--- config.mk ---
export PLATFORM = sky130hd
export DESIGN_NAME = detection_track_associator_unit
export DESIGN_NICKNAME = d
export VERILOG_FILES = /design/src/dta_pkg.sv /design/src/detection_track_associator_unit.sv /design/src/dta_ctrl.sv /design/src/dta_datapath.sv
export SDC_FILE = /design/constraint.sdc
export NUM_CORES = 2
export LEC_CHECK = 0
export BUFFER_PORTS_ARGS = -buffer_cell sky130_fd_sc_hd__buf_2
export CAP_MARGIN = 20
export CORE_UTILIZATION = 24
export DETAILED_ROUTE_END_ITERATION = 16
export SKIP_CTS_REPAIR_TIMING = 1
export SYNTH_ARGS = -nofsm -noshare
export SYNTH_HDL_FRONTEND = slang
export SYNTH_SLANG_ARGS = --single-unit
--- constraint.sdc ---
create_clock -name i_clk -period 15.6 [get_ports i_clk]
set_clock_uncertainty 0.15 [all_clocks]
set_input_delay 1.56 -clock i_clk [delete_from_list [all_inputs] [get_ports i_clk]]
set_output_delay 1.56 -clock i_clk [all_outputs]
set_load 0.02 [all_outputs]
--- src/dta_pkg.sv ---
`timescale 1ns / 1ps
// Shared types and constants of the detection track associator.
// Used by dta_ctrl, dta_datapath and detection_track_associator_unit; no dependencies.
package dta_pkg;

    localparam int CLASS_W    = 8;
    localparam int SLOT_W     = 6;
    localparam int CONF_W     = 7;
    localparam int HITS_W     = 4;
    localparam int HIT_MOD    = 10;
    localparam int CONF_SCALE = 10;
    localparam int NEW_CONF   = 1;
    localparam int NEW_HITS   = 1;

    typedef enum logic [2:0] {
        ST_IDLE,
        ST_SCAN,
        ST_DRAIN,
        ST_FETCH,
        ST_WRITE
    } t_state;

    // Controller to datapath
    typedef struct packed {
        logic capture;   // latch the detection, clear scan index and best match
        logic issue;     // read the entry at the scan index
        logic fetch;     // read the best entry for its hit count
        logic commit;    // write the entry back and load the result register
    } t_dta_cmd;

    // Datapath to controller
    typedef struct packed {
        logic empty;     // table holds no entry
        logic scan_last; // scan index points at the last stored entry
        logic pipe_busy; // overlap pipeline still holds reads
        logic out_free;  // result register can take a new result
    } t_dta_status;

endpackage

--- src/detection_track_associator_unit.sv ---
`timescale 1ns / 1ps
// Top level of the detection track associator: greedy maximum-overlap association.
// Depends on dta_pkg, dta_ctrl and dta_datapath.
//
//  Channel   Direction  Handshake                 Payload
//  input     in         i_in_valid / o_in_stall    i_box_x, i_box_y, i_box_w, i_box_h,
//                                                  i_class_label
//  result    out        o_out_valid / i_out_stall  o_slot, o_matched, o_dropped,
//                                                  o_confidence
//
// A detection is handled in order: a scan with one table read per stored entry (skipped
// when the table is empty), a drain of the overlap pipeline, a fetch of the best entry and
// a write-back; the next detection is taken only after the write-back.
// Reset (i_rst_n low, synchronous) clears the entry count and control state, not the table. A stalled result waits in
// the result register while the next detection is accepted; write-back waits for it.
module detection_track_associator_unit
    import dta_pkg::*;
#(
    parameter int MAX_OBJECTS = 64,
    parameter int COORD_BITS  = 12
) (
    input  logic                  i_clk,
    input  logic                  i_rst_n,
    // Detection channel
    input  logic                  i_in_valid,
    output logic                  o_in_stall,
    input  logic [COORD_BITS-1:0] i_box_x,
    input  logic [COORD_BITS-1:0] i_box_y,
    input  logic [COORD_BITS-1:0] i_box_w,
    input  logic [COORD_BITS-1:0] i_box_h,
    input  logic [CLASS_W-1:0]    i_class_label,
    // Result channel
    output logic                  o_out_valid,
    input  logic                  i_out_stall,
    output logic [SLOT_W-1:0]     o_slot,
    output logic                  o_matched,
    output logic                  o_dropped,
    output logic [CONF_W-1:0]     o_confidence
);

    t_dta_cmd    cmd;
    t_dta_status status;

    // Sequence each transaction: capture, scan, drain, fetch, write back
    dta_ctrl u_ctrl (
        .i_clk      (i_clk),
        .i_rst_n    (i_rst_n),
        .i_in_valid (i_in_valid),
        .o_in_stall (o_in_stall),
        .i_status   (status),
        .o_cmd      (cmd)
    );

    // Hold the table, compute overlaps, track the best entry, register the result
    dta_datapath #(
        .MAX_OBJECTS (MAX_OBJECTS),
        .COORD_BITS  (COORD_BITS)
    ) u_datapath (
        .i_clk         (i_clk),
        .i_rst_n       (i_rst_n),
        .i_cmd         (cmd),
        .o_status      (status),
        .i_box_x       (i_box_x),
        .i_box_y       (i_box_y),
        .i_box_w       (i_box_w),
        .i_box_h       (i_box_h),
        .i_class_label (i_class_label),
        .o_out_valid   (o_out_valid),
        .i_out_stall   (i_out_stall),
        .o_slot        (o_slot),
        .o_matched     (o_matched),
        .o_dropped     (o_dropped),
        .o_confidence  (o_confidence)
    );

endmodule

--- src/dta_ctrl.sv ---
`timescale 1ns / 1ps
// Controller state machine of the detection track associator.
// Depends on dta_pkg; drives dta_datapath through t_dta_cmd.
module dta_ctrl
    import dta_pkg::*;
(
    input  logic        i_clk,
    input  logic        i_rst_n,
    input  logic        i_in_valid,
    output logic        o_in_stall,
    input  t_dta_status i_status,
    output t_dta_cmd    o_cmd
);

    t_state r_state;
    t_state n_state;

    always_ff @(posedge i_clk) begin
        if (!i_rst_n) begin
            r_state <= ST_IDLE;
        end else begin
            r_state <= n_state;
        end
    end

    always_comb begin
        n_state    = r_state;
        o_cmd      = '0;
        o_in_stall = 1'b1;
        case (r_state)
            ST_IDLE: begin
                o_in_stall = 1'b0;
                if (i_in_valid) begin
                    o_cmd.capture = 1'b1;
                    n_state       = i_status.empty ? ST_DRAIN : ST_SCAN;
                end
            end
            ST_SCAN: begin
                o_cmd.issue = 1'b1;
                if (i_status.scan_last) begin
                    n_state = ST_DRAIN;
                end
            end
            ST_DRAIN: begin
                if (!i_status.pipe_busy) begin
                    n_state = ST_FETCH;
                end
            end
            ST_FETCH: begin
                o_cmd.fetch = 1'b1;
                n_state     = ST_WRITE;
            end
            ST_WRITE: begin
                if (i_status.out_free) begin
                    o_cmd.commit = 1'b1;
                    n_state      = ST_IDLE;
                end
            end
            default: begin
                n_state = ST_IDLE;
            end
        endcase
    end

endmodule

--- src/dta_datapath.sv ---
`timescale 1ns / 1ps
// Datapath: object table memory, overlap pipeline, best-match tracking, result register.
// Depends on dta_pkg; commanded by dta_ctrl.
module dta_datapath
    import dta_pkg::*;
#(
    parameter int MAX_OBJECTS = 64,
    parameter int COORD_BITS  = 12
) (
    input  logic                  i_clk,
    input  logic                  i_rst_n,
    input  t_dta_cmd              i_cmd,
    output t_dta_status           o_status,
    input  logic [COORD_BITS-1:0] i_box_x,
    input  logic [COORD_BITS-1:0] i_box_y,
    input  logic [COORD_BITS-1:0] i_box_w,
    input  logic [COORD_BITS-1:0] i_box_h,
    input  logic [CLASS_W-1:0]    i_class_label,
    output logic                  o_out_valid,
    input  logic                  i_out_stall,
    output logic [SLOT_W-1:0]     o_slot,
    output logic                  o_matched,
    output logic                  o_dropped,
    output logic [CONF_W-1:0]     o_confidence
);

    localparam int IDX_W   = $clog2(MAX_OBJECTS);
    localparam int CNT_W   = $clog2(MAX_OBJECTS + 1);
    localparam int SUM_W   = COORD_BITS + 1;
    localparam int AREA_W  = 2 * SUM_W;
    localparam int ENTRY_W = 4 * COORD_BITS + CLASS_W + HITS_W;

    // Detection under work
    logic [COORD_BITS-1:0] r_box_x, r_box_y, r_box_w, r_box_h;
    logic [CLASS_W-1:0]    r_class;

    logic [CNT_W-1:0]      r_count;
    logic [IDX_W-1:0]      r_scan_idx;

    // Table memory
    logic [ENTRY_W-1:0]    mem [MAX_OBJECTS];
    logic [ENTRY_W-1:0]    r_rd_data;
    logic                  r_rd_valid;
    logic [IDX_W-1:0]      r_rd_idx;
    logic [IDX_W-1:0]      rd_addr;
    logic                  wr_en;
    logic [IDX_W-1:0]      wr_addr;
    logic [ENTRY_W-1:0]    wr_data;

    // Overlap pipeline
    logic [COORD_BITS-1:0] e_x, e_y, e_w, e_h;
    logic [HITS_W-1:0]     e_hits;
    logic [SUM_W-1:0]      a_x1, a_y1, b_x1, b_y1, x0, y0, x1, y1, dx, dy;
    logic [SUM_W-1:0]      r_dx, r_dy;
    logic                  r_s1_valid;
    logic [IDX_W-1:0]      r_s1_idx;
    logic [AREA_W-1:0]     r_area;
    logic                  r_s2_valid;
    logic [IDX_W-1:0]      r_s2_idx;

    // Best match
    logic [AREA_W-1:0]     r_best_area;
    logic [IDX_W-1:0]      r_best_idx;
    logic                  r_found;

    // Write-back
    logic                  full;
    logic [HITS_W-1:0]     hits_next;
    logic [CONF_W-1:0]     conf_hit;

    logic                  r_out_valid;
    logic [SLOT_W-1:0]     r_slot;
    logic                  r_matched;
    logic                  r_dropped;
    logic [CONF_W-1:0]     r_conf;

    always_ff @(posedge i_clk) begin
        if (i_cmd.capture) begin
            r_box_x <= i_box_x;
            r_box_y <= i_box_y;
            r_box_w <= i_box_w;
            r_box_h <= i_box_h;
            r_class <= i_class_label;
        end
    end

    always_ff @(posedge i_clk) begin
        if (!i_rst_n) begin
            r_scan_idx <= '0;
        end else if (i_cmd.capture) begin
            r_scan_idx <= '0;
        end else if (i_cmd.issue) begin
            r_scan_idx <= r_scan_idx + IDX_W'(1);
        end
    end

    assign full = (r_count == CNT_W'(MAX_OBJECTS));

    // Memory: one read and one write port, read data registered and held between reads
    assign rd_addr = i_cmd.fetch ? r_best_idx : r_scan_idx;

    always_ff @(posedge i_clk) begin
        if (wr_en) begin
            mem[wr_addr] <= wr_data;
        end
        if (i_cmd.issue || i_cmd.fetch) begin
            r_rd_data <= mem[rd_addr];
        end
    end

    assign {e_x, e_y, e_w, e_h} = r_rd_data[ENTRY_W-1 -: 4*COORD_BITS];
    assign e_hits               = r_rd_data[HITS_W-1:0];

    // Stage 1: intersection extents
    assign a_x1 = SUM_W'(r_box_x) + SUM_W'(r_box_w);
    assign a_y1 = SUM_W'(r_box_y) + SUM_W'(r_box_h);
    assign b_x1 = SUM_W'(e_x) + SUM_W'(e_w);
    assign b_y1 = SUM_W'(e_y) + SUM_W'(e_h);
    assign x0   = (r_box_x > e_x) ? SUM_W'(r_box_x) : SUM_W'(e_x);
    assign y0   = (r_box_y > e_y) ? SUM_W'(r_box_y) : SUM_W'(e_y);
    assign x1   = (a_x1 < b_x1) ? a_x1 : b_x1;
    assign y1   = (a_y1 < b_y1) ? a_y1 : b_y1;
    assign dx   = (x1 > x0) ? (x1 - x0) : '0;
    assign dy   = (y1 > y0) ? (y1 - y0) : '0;

    always_ff @(posedge i_clk) begin
        r_dx     <= dx;
        r_dy     <= dy;
        r_s1_idx <= r_rd_idx;
        r_area   <= AREA_W'(r_dx) * AREA_W'(r_dy);
        r_s2_idx <= r_s1_idx;
        r_rd_idx <= r_scan_idx;
    end

    always_ff @(posedge i_clk) begin
        if (!i_rst_n) begin
            r_rd_valid <= 1'b0;
            r_s1_valid <= 1'b0;
            r_s2_valid <= 1'b0;
        end else begin
            r_rd_valid <= i_cmd.issue;
            r_s1_valid <= r_rd_valid;
            r_s2_valid <= r_s1_valid;
        end
    end

    // Stage 3: keep the first strict maximum
    always_ff @(posedge i_clk) begin
        if (!i_rst_n) begin
            r_found     <= 1'b0;
            r_best_area <= '0;
            r_best_idx  <= '0;
        end else if (i_cmd.capture) begin
            r_found     <= 1'b0;
            r_best_area <= '0;
            r_best_idx  <= '0;
        end else if (r_s2_valid && (r_area > r_best_area)) begin
            r_found     <= 1'b1;
            r_best_area <= r_area;
            r_best_idx  <= r_s2_idx;
        end
    end

    // Write-back: stored hit count is already reduced mod 10
    assign hits_next = (e_hits >= HITS_W'(HIT_MOD - 1)) ? '0 : e_hits + HITS_W'(1);
    assign conf_hit  = CONF_W'(e_hits) * CONF_W'(CONF_SCALE);

    always_comb begin
        wr_en   = 1'b0;
        wr_addr = r_best_idx;
        wr_data = {r_box_x, r_box_y, r_box_w, r_box_h, r_class, hits_next};
        if (i_cmd.commit) begin
            if (r_found) begin
                wr_en = 1'b1;
            end else if (!full) begin
                wr_en   = 1'b1;
                wr_addr = r_count[IDX_W-1:0];
                wr_data = {r_box_x, r_box_y, r_box_w, r_box_h, r_class, HITS_W'(NEW_HITS)};
            end
        end
    end

    always_ff @(posedge i_clk) begin
        if (!i_rst_n) begin
            r_count <= '0;
        end else if (i_cmd.commit && !r_found && !full) begin
            r_count <= r_count + CNT_W'(1);
        end
    end

    // Result register
    always_ff @(posedge i_clk) begin
        if (!i_rst_n) begin
            r_out_valid <= 1'b0;
        end else if (i_cmd.commit) begin
            r_out_valid <= 1'b1;
        end else if (!i_out_stall) begin
            r_out_valid <= 1'b0;
        end
    end

    always_ff @(posedge i_clk) begin
        if (i_cmd.commit) begin
            if (r_found) begin
                r_slot    <= SLOT_W'(r_best_idx);
                r_matched <= 1'b1;
                r_dropped <= 1'b0;
                r_conf    <= conf_hit;
            end else if (full) begin
                r_slot    <= '0;
                r_matched <= 1'b0;
                r_dropped <= 1'b1;
                r_conf    <= '0;
            end else begin
                r_slot    <= SLOT_W'(r_count[IDX_W-1:0]);
                r_matched <= 1'b0;
                r_dropped <= 1'b0;
                r_conf    <= CONF_W'(NEW_CONF);
            end
        end
    end

    assign o_status.empty     = (r_count == '0);
    assign o_status.scan_last = ((CNT_W'(r_scan_idx) + CNT_W'(1)) == r_count);
    assign o_status.pipe_busy = r_rd_valid | r_s1_valid | r_s2_valid;
    assign o_status.out_free  = !r_out_valid || !i_out_stall;

    assign o_out_valid  = r_out_valid;
    assign o_slot       = r_slot;
    assign o_matched    = r_matched;
    assign o_dropped    = r_dropped;
    assign o_confidence = r_conf;

endmodule
==> results_dict.tcl <==
set metrics [dict create \
    yosysMostFrequentCell "nand2_1" \
    peakVddDrop_uv 207 \
    p_per_area_nw_per_um2 145 \
    dp_slack_ps 7890 \
    finalHoldViolations 0 \
    gr-usage-all-layers 0.137 \
    critPathKind "reg -> reg" \
    die_x_um 793 \
    vias 98200 \
    area_growth_pct 14.6 \
    drtIter0Drc 13200 \
    worst_setup_path_end_kind "register" \
    drv_slew 0 \
    ys.warnings.count 0 \
    power.leakage_nw 58.8 \
    outcome "completed" \
    insertion_delay_ps 1010 \
    num_rows 290 \
    htree_num_levels 5 \
    worst_r2r_path_depth 29 \
    yosysUniqueCellTypes 70 \
    drc 0 \
    cts.reportedPaths.clkPinSlew_ps 60 \
    start_util 0.241 \
    wirelength_um 453000 \
    final-setup-viol-count 0 \
    fin_nets 12200 \
    core_area_sq_um 623000 \
    hold_path.startpoint "u_datapath.r_rd_idx[0]" \
    numPortBuffers 68 \
    finalPower_mw 25.0 \
    finalSetupTns_ps 0 \
    startpoint_type "register" \
    cts_inserted_buffers 352 \
    synthFlopType "edfxtp_1" \
    ys_top_cells_by_count "3,510 x nand2_1, 3,443 x edfxtp_1, 881 x nand3_1" \
    cp.required_ps 16210 \
    detail_route.wl_per_cell_um 22.2 \
    nFillCells 63300 \
    dieArea_sq_um 629000 \
    ios 77 \
    grt_pass1_vias 91000 \
    grt_pass1_wl_um 645000 \
    layout-drive-gt1-share 0.0782 \
    grt_max_degree 168 \
    seq_area_frac_synth 0.705 \
    async_reset_ff_frac 0 \
    rsz0062_at_grt "false" \
    synth.top_cells.by_area "edfxtp_1 69%, nand2_1 8.8%, a311oi_1 3.6%" \
    period_minus_slack_ps 7880 \
    multi_input_area_sq_um 40700 \
    cp_slowest_cell "mux2i_1" \
    tightest_slew_ps 1150 \
    place.gp.congestion 0.842 \
    cts_root_buf "clkbuf_16" \
    cap_violations 0 \
    clk_path_buf_depth 4 \
    hold_depth 0 \
    postSynthNetCount 12300 \
    cp.arrival_ps 8490 \
    synth-seq-cells 3566 \
    numClockSinks 3566 \
    hpwlAfterDp_um 237000 \
    timing.rr.start "u_datapath.r_box_x[2]" \
    synth_top_area_share 0.688 \
    netlist_area_sq_um 150000 \
    die_y_um 793 \
    dr.pass1.iters 8 \
    critical_path.startpoint "u_datapath.r_box_x[2]" \
    regArea_sq_um 106000 \
    netlist_instances 11900 \
    synth_edf_count 3443 \
    antenna_found_initial 33 \
    rrSetupSlack_ps 7720 \
    hold_path_class "reg -> reg" \
    cts_tree "yes" \
    placed_cell_area_sq_um 161000 \
    fin_crit_sh 0.505 \
    maxSlewHeadroom 0.214 \
    ant_nets 0 \
    final_area_sq_um 172000 \
    avgViaCountPerCell 4.82 \
    grt.overflow.total 0 \
    synth_area_per_cell_sq_um 12.7 \
    synth_top_area_cell "edfxtp_1" \
    max_stage_delay_ps 690 \
    setup_slack_ps 7720 \
    fmax_ghz 0.127 \
    crit_path_max_fanout 67 \
]
==> cells by family (layout without fill, tap and decap cells) <==
| logic type | after synthesis | count (layout) | synth area share |
|---|---|---|---|
| buffers and inverters | 1063 | 1262 | 0.0284 |
| other | 0 | 14 | 0 |
| flip-flops | 3566 | 3566 | 0.705 |
| multiplexers | 45 | 45 | 0.00308 |
| XOR/XNOR | 91 | 91 | 0.00531 |
| AND/OR/NAND/NOR | 5193 | 5193 | 0.148 |
| adder cells (fa/ha/maj) | 353 | 353 | 0.0358 |
| AO/OA/AOI/OAI | 1554 | 1554 | 0.0745 |
==> path summary, 6_finish.rpt <==
check | endpoint
setup reg to reg | u_datapath.r_dx[9]
hold reg to reg | u_datapath.r_s1_idx[0]
hold / removal | u_datapath.r_s1_idx[0]
setup / recovery | u_datapath.r_dx[9]
==> critical path: cells and delay by family, from the launching register on <==
family                     cells  cell delay (ps)
xor gates and xnor gates       1              260
and+or+nand+nor                5              800
AOI/OAI and AO/OA             17             3720
adders and majority gates      3              970
muxes                          1              690
buffers and inverters          2              650
DFF                            1              350
==> state kept, by name, indices dropped and copies added, names as in the netlist, 7 cells and up <==
register,flops
u_datapath.r_count,7
u_datapath.r_best_area,26
u_datapath.r_box_w,12
u_datapath.r_dy,13
u_datapath.r_box_x,12
u_datapath.r_dx,13
u_datapath.r_area,26
u_datapath.o_confidence,7
u_datapath.r_rd_data,52
u_datapath.r_box_h,12
u_datapath.r_box_y,12
u_datapath.mem,3328
==> where the power goes <==
part | total [mW] | internal, mW | switching, mW
clock | 8.39 | 4.68 | 3.71
combinational | 5.31 | 1.90 | 3.41
sequential | 11.3 | 11.0 | 0.241
total | 25.0 | 17.6 | 7.37
==> through the flow <==
stage          hold WS (ps)  instances  utilization
2_1_floorplan           160      11900            -
3_3_place_gp            162      19700        0.258
3_5_place_dp            162      19800        0.258
4_1_cts                 156      20400        0.276
5_1_grt                 158      20400        0.276
6_report                167      20400        0.276
==> layout by cell type (no fill, tap or decap), types with 26 or more instances in the layout <==
master     count
a211oi_1     165
a21o_1        51
a21oi_1      312
a311oi_1     624
a31oi_1      217
and2_1       105
and3_1       419
buf_12        26
buf_2         68
buf_4        263
clkbuf_1      66
clkbuf_16    361
clkinv_1      79
clkinv_2      60
dfxtp_1      123
edfxtp_1    3443
fa_1         128
ha_1         224
inv_1        269
mux2i_1       30
nand2_1     3510
nand3_1      881
nor2_1        84
nor2_4        65
o21ai_0      103
xnor2_1       60
xor2_1        31
==> metal layers <==
metal | track usage | part of all wire | wire (um) | up-vias
li1 | - | - | - | 43300
met1 | 0.190 | 0.42 | 190000 | 49400
met2 | 0.215 | 0.45 | 205000 | 4822
met3 | 0.0269 | 0.098 | 44300 | 736
met4 | 0.0430 | 0.031 | 14300 | 10
met5 | 0 | 0.00013 | 61 | -
==> final cells by class <==
type	instances	area share
repair buffers	361	0.0171
flip-flops and latches	3566	0.615
clock inverters	199	0.0106
well taps	8322	0.0605
clock buffers	433	0.0544
diodes	14	0.000204
multi-input cells	7236	0.236
inverters	269	0.00587
(Power assumes the default switching activity.)
